--- config.mk ---
export PLATFORM = sky130hd
export DESIGN_NAME = bpnf_mean_div
export DESIGN_NICKNAME = d
export VERILOG_FILES = /design/src/sv/bpnf_pkg.sv /design/src/sv/bpnf_mean_div.sv
export SDC_FILE = /design/constraint.sdc
export NUM_CORES = 1
export LEC_CHECK = 0
export CORE_UTILIZATION = 65
export DETAILED_ROUTE_END_ITERATION = 10
export DONT_BUFFER_PORTS = 1
export PLACE_DENSITY = 0.83
export SLEW_MARGIN = 30
export SYNTH_ARGS = -nofsm -noshare
export SYNTH_HDL_FRONTEND = slang
export SYNTH_SLANG_ARGS = --single-unit
--- constraint.sdc ---
create_clock -name clock -period 3.6 [get_ports clock]
set_input_delay 0.54 -clock clock [delete_from_list [all_inputs] [get_ports clock]]
set_output_delay 0.54 -clock clock [all_outputs]
set_load 0.005 [all_outputs]
--- src/sv/bpnf_pkg.sv ---
// Package for the bad-pixel neighbour fill block.
// Holds the shared types and fixed widths; no dependencies.
package bpnf_pkg;

   localparam int unsigned PIX_W   = 16;
   localparam int unsigned MARK_W  = 2;
   localparam int unsigned SUM_W   = 20;
   localparam int unsigned NUM_W   = 20;
   localparam int unsigned DEN_W   = 5;
   localparam int unsigned CNT_W   = 4;
   localparam int unsigned TOT_W   = 17;
   localparam int unsigned CFG_W   = 9;
   localparam int unsigned NEED_W  = 4;

   typedef enum logic [1:0] {
      OP_WRITE = 2'd0,
      OP_RUN   = 2'd1,
      OP_READ  = 2'd2,
      OP_NONE  = 2'd3
   } op_type;

   typedef enum logic [1:0] {
      REG_WIDTH  = 2'd0,
      REG_HEIGHT = 2'd1,
      REG_NEED   = 2'd2,
      REG_UNUSED = 2'd3
   } reg_index_type;

   // Mark bit 0 is the bad flag, bit 1 flags a repair pending to the end of a pass.
   typedef struct packed {
      logic              pix_we;
      logic              mark_we;
      logic [PIX_W-1:0]  pix;
      logic [MARK_W-1:0] mark;
   } mem_req_type;

endpackage

--- src/sv/bpnf_mean_div.sv ---
// Restoring divider, one quotient bit per cycle, used for the rounded mean.
// Depends on bpnf_pkg.
module bpnf_mean_div (
   input  logic                           clock,
   input  logic                           reset,
   input  logic                           start,
   input  logic [bpnf_pkg::NUM_W-1:0]     num,
   input  logic [bpnf_pkg::DEN_W-1:0]     den,
   output logic                           done,
   output logic [bpnf_pkg::NUM_W-1:0]     quo
);
   import bpnf_pkg::*;

   localparam int unsigned STEP_W = $clog2(NUM_W + 1);

   logic [NUM_W-1:0]  quo_ff, quo_in;
   logic [DEN_W:0]    rem_ff, rem_in;
   logic [DEN_W-1:0]  den_ff, den_in;
   logic [STEP_W-1:0] step_ff, step_in;
   logic              busy_ff, busy_in;
   logic              done_ff, done_in;
   logic [DEN_W+1:0]  trial;

   always_comb begin
      quo_in  = quo_ff;
      rem_in  = rem_ff;
      den_in  = den_ff;
      step_in = step_ff;
      busy_in = busy_ff;
      done_in = 1'b0;
      trial   = {rem_ff, quo_ff[NUM_W-1]};
      if (start) begin
         quo_in  = num;
         rem_in  = '0;
         den_in  = den;
         step_in = STEP_W'(NUM_W);
         busy_in = 1'b1;
      end else if (busy_ff) begin
         if (trial >= {2'b00, den_ff}) begin
            rem_in = (DEN_W+1)'(trial - {2'b00, den_ff});
            quo_in = {quo_ff[NUM_W-2:0], 1'b1};
         end else begin
            rem_in = (DEN_W+1)'(trial);
            quo_in = {quo_ff[NUM_W-2:0], 1'b0};
         end
         step_in = step_ff - 1'b1;
         if (step_ff == STEP_W'(1)) begin
            busy_in = 1'b0;
            done_in = 1'b1;
         end
      end
   end

   always_ff @(posedge clock) begin
      if (reset) begin
         busy_ff <= 1'b0;
         done_ff <= 1'b0;
      end else begin
         busy_ff <= busy_in;
         done_ff <= done_in;
      end
      quo_ff  <= quo_in;
      rem_ff  <= rem_in;
      den_ff  <= den_in;
      step_ff <= step_in;
   end

   assign done = done_ff;
   assign quo  = quo_ff;

endmodule

# Word-level counts from Yosys, hierarchy flattened
# Index checks and enable logic that the tools add are counted.
dict set report op_classes {
  n_addsub 2
  mul 0
  div_mod_pow 0
  magnitude_cmp 1
  eq_ne 1
  n_shift 0
  mux 8
  bitwise_logic 1
  reduce_logical 2
}
# cell n
set op_table {}
lappend op_table {{20-bit two-way mux} 2}
lappend op_table {{7-bit by 5-bit >= comparator with 1-bit output} 1}
lappend op_table {{6-bit two-way mux} 1}
lappend op_table {{6-bit by 5-bit subtractor with 6-bit output} 1}
lappend op_table {{5-bit by 1-bit equality test with 1-bit output, second input constant} 1}
lappend op_table {{1-bit two-way mux} 5}
lappend op_table {{5-bit by 1-bit subtractor with 5-bit output, second input constant} 1}
lappend op_table {{3-bit OR reduction} 1}
lappend op_table {{2-bit nonzero test} 1}
lappend op_table {{1-bit inverter} 1}
dict set report word_totals {
  ff_bits 38
  latchBits 0
  mem_bits_rw 0
  rom_bits 0
  input_bits 28
  out_inout_bits 21
  memories 0
}

# Logic depth before layout (Yosys ltp)
dict set report depth {
  ltp_word 4
  ltp_mapped 8
}

# Least setup slack after synthesis
# OpenSTA, ideal clock, no wires.
dict set report synth_path {
  kind {reg-to-reg}
  startpoint {register den_ff[1]}
  endpoint {register rem_ff[5]}
  setup_ns 0.091
  arrival_ns 1.754
  required_ns 3.509
  setup_slack_ns 1.755
  stages_incl_launch_ff 8
  n_path_buf 0
  period_less_slack_ns 1.845
  path_cell_list {edfxtp_1 > inv_1 > ha_1 > nor2b_1 > o21ai_0 > nand2_1 > or4_1 > a311oi_1}
}
dict set report synth_via {
  elab_chain_cells 2
  word_cells_on_any_way 3
}
# item line
set synth_lines {}
lappend synth_lines {{start: declaration} bpnf_mean_div.sv:18} ;# logic [DEN_W-1:0] den_ff, den_in;
lappend synth_lines {{start signal: assignment} bpnf_mean_div.sv:64} ;# den_ff <= den_in;
lappend synth_lines {{6-bit by 5-bit subtractor with 6-bit output / 7-bit by 5-bit >= comparator with 1-bit output (equally long branches)} {bpnf_mean_div.sv:40, bpnf_mean_div.sv:39}}
lappend synth_lines {{6-bit two-way mux (*)} bpnf_mean_div.sv:39} ;# if (trial >= {2'b00, den_ff}) begin
lappend synth_lines {{end signal: assignment} bpnf_mean_div.sv:63} ;# rem_ff <= rem_in;
lappend synth_lines {{end: declaration} bpnf_mean_div.sv:17} ;# logic [DEN_W:0] rem_ff, rem_in;
# Every way passes the cells marked *; elsewhere a longest branch is shown, timed or not.
# A chain may end at the register's enable or synchronous reset.

# Worst setup path after layout
# Ends and elaborated chain as after synthesis.

==> metrics.csv <==
stage,metric,value,unit
setup_path,critPathArrivalTime,2.34,ns
clock_tree,cts_resized,0,
job,max_cap_violations,0,
clock_tree,cts_buffer_depth,2,
global_route,grt_util_all_layers,23.2,%
detailed_routing,drt-vias-per-instance,5.91,
finish,fillCellCount,186,
global_route,antenna_found_initial,0,
clock_tree,postCtsSetupRepairBufs,0,
detailed_routing,wirelength,2950,um
setup_path,start_kind,register,
timing,worst_pin_slew,0.771,ns
detailed_routing,dr.first_iter.drc_count,24,
synthesis,yosysUniqueCellTypes,34,
detailed_routing,drcViolationCount,0,
floorplanning,core-area,2520,sq um
min_path,min_path_cells,1,
power,ir_drop,457,uV
finish,layout_common_cells,"25 x edfxtp_1, 22 x mux2_2, 13 x dfxtp_1",
floorplanning,die_x,54.2,um
floorplanning,dieArea,2930,sq um
finish,antenna_cells,0,
synthesis,ys_seq_elements,38,
setup_path,crit_buf_inv,1,
setup_path,r2r_slack,1.50,ns
finish,area.growth.synth_to_final,4.24,%
synthesis,synthCells,138,
setup_path,r2r-end,rem_ff[5]$_SDFFE_PP0P_,
min_path,hold_path_end,busy_ff$_SDFF_PP0_,
timing,min_period_over_period,58.3,%
global_route,grt_pass1_wl,4480,um
finish,final_common_cell,edfxtp_1,
synthesis,yosys_most_used_dff,edfxtp_1,
setup_path,worstSetupPathType,register to register,
setup_path,required,3.84,ns
setup_path,worstPathCellList,inv_1 > ha_1 > nor2b_1 > o21ai_0 > nand2_1 > or4_1 > a311oi_1,
floorplanning,start_util,70.1,%
place,gp_congestion,0.850,
timing,rsz0062_at_grt,false,
timing,final_hold_viol_count,0,
clock_tree,path_clk_slew,0.11,ns
timing,maxSlewViolCount,0,
clock_tree,htreeDepth,2,
synthesis,synth_edf_count,25,
timing,clock_skew,0.00670,ns
setup_path,cp_top_family,simple AND/OR/NAND/NOR gates,
synthesis,synth_area_per_cell,12.8,sq um
setup_path,r2r_start,den_ff[1]$_DFFE_PP_,
power,p_total,0.000912,W
timing,holdWs,0.255,ns
setup_path,cp_slowest_cell,or4_1,
synthesis,synth_area,1770,sq um
floorplanning,die_h,54.2,um
synthesis,syn_nets,175,
synthesis,ys_seq_area_share,57.1,%
clock_tree,cts_root_buf,clkbuf_4,
detailed_routing,wl_per_cell,17.2,um
clock_tree,hold_buffers,0,
finish,drive_above_1_share,21.8,%
setup_path,crit_path_end_kind,register,
floorplanning,io-pin-count,49,
min_path,min_from,reset,
place,portBuffers,0,
timing,period_minus_slack,2.10,ns
place,dp_hpwl,2170,um
global_route,grt_max_degree,35,
clock_tree,cts_tree,yes,
synthesis,async_flop_share,0,%
detailed_routing,dr_total_vias,1016,
finish,seq_area,1010,sq um
power,p_per_area,494,nW/um^2
timing,setup_violations,0,
global_route,grt-ovfl-total,0,
power,p_leak,0.694,nW
global_route,grt_pass1_vias,1010,
status,status,"finished, final reports clean",
detailed_routing,first_pass_iters,4,
timing,max_slew_margin,48.5,%
synthesis,ys_warn_count,0,
min_path,hold_path.class,primary input to register,
setup_path,worst-path-max-fanout,2,
setup_path,reg2regPathDepth,7,
timing,setup_tns,0,ns
clock_tree,cts_inserted_buffers,5,
detailed_routing,antenna_left,0,
floorplanning,num_rows,18,
setup_path,worst_path_largest_cell_delay,0.48,ns
finish,multi_input_area,706,sq um
timing,fmax,476,MHz
clock_tree,cts_sinks,38,
finish,fin_nets,178,
clock_tree,clkLatencyLatePin,0.33,ns
where the power goes:
part,switching (W),leakage (nW),internal (W),total [W]
Sequential,0.0000323,0.357,0.000516,0.000549
Combinational,0.0000744,0.312,0.0000773,0.000152
Clock,0.000134,0.0255,0.0000771,0.000211
Total,0.000241,0.694,0.000671,0.000912
cell families (layout without fill, tap and decap cells):
kind of cell	after synthesis	after routing	synth area share (%)
flip-flops	38	38	57.1
multiplexers	24	24	15.1
AND/OR/NAND/NOR	30	30	8.70
AO/OA/AOI/OAI	17	17	6.30
buffers and inverters	14	18	2.97
adder cells (fa/ha/maj)	9	9	6.79
XOR/XNOR	6	6	2.97
sequential cells by signal (all words and copies together) (netlist names):
register  flops
rem_ff        6
den_ff        5
busy_ff       1
done          1
step_ff       5
quo          20
through the flow:
stage	worst slack (ns)	instance area (sq um)	utilization, %	cells
finish	1.50	1840	73.1	172
global route	1.34	1840	73.1	172
CTS	1.51	1840	73.1	172
detailed placement	1.55	1790	71.0	164
global placement	1.65	1790	71.0	164
floorplan	1.75	1770	-	138
cell usage after synthesis, types with 2 or more instances:
cell      number  share of area, %
mux2i_1        2               1.1
nor2_1         9               1.9
dfxtp_1       13                15
mux2_2        22                14
nor3_1         2              0.57
ha_1           8               5.7
nand2b_1       4               1.4
o21ai_0        5               1.4
nand2_1        7               1.5
xnor2_1        4               2.0
edfxtp_1      25                42
clkbuf_1       4              0.85
xor2_1         2              0.99
a21oi_1        2              0.57
inv_1         10               2.1
final cells by class:
| cell class | instances | area share, % |
|---|---|---|
| sequential | 38 | 54.8 |
| multi-input combinational | 86 | 38.3 |
| clock buffer | 7 | 2.44 |
| inverter | 10 | 2.04 |
| tap | 30 | 2.04 |
| clock inverter | 1 | 0.407 |
worst max path at each step:
stage | from | endpoint | slack [ns] | cells after the start
final | den_ff[1]$_DFFE_PP_ | rem_ff[5]$_SDFFE_PP0P_ | 1.50 | 7
after global routing | den_ff[1]$_DFFE_PP_ | rem_ff[5]$_SDFFE_PP0P_ | 1.34 | 7
after CTS | den_ff[1]$_DFFE_PP_ | rem_ff[5]$_SDFFE_PP0P_ | 1.51 | 7
after detailed placement | den_ff[1]$_DFFE_PP_ | rem_ff[5]$_SDFFE_PP0P_ | 1.55 | 7
after global placement | den_ff[1]$_DFFE_PP_ | rem_ff[5]$_SDFFE_PP0P_ | 1.65 | 7
after floorplan | den_ff[1]$_DFFE_PP_ | rem_ff[5]$_SDFFE_PP0P_ | 1.75 | 7
per-layer routing:
metal  GRT usage [%]  share of wire, %
met4            7.26               1.1
met5               0                 0
met2            35.8                48
met3            10.5               6.6
met1            29.2                45
Note: power is estimated with default switching activity, not from simulation.
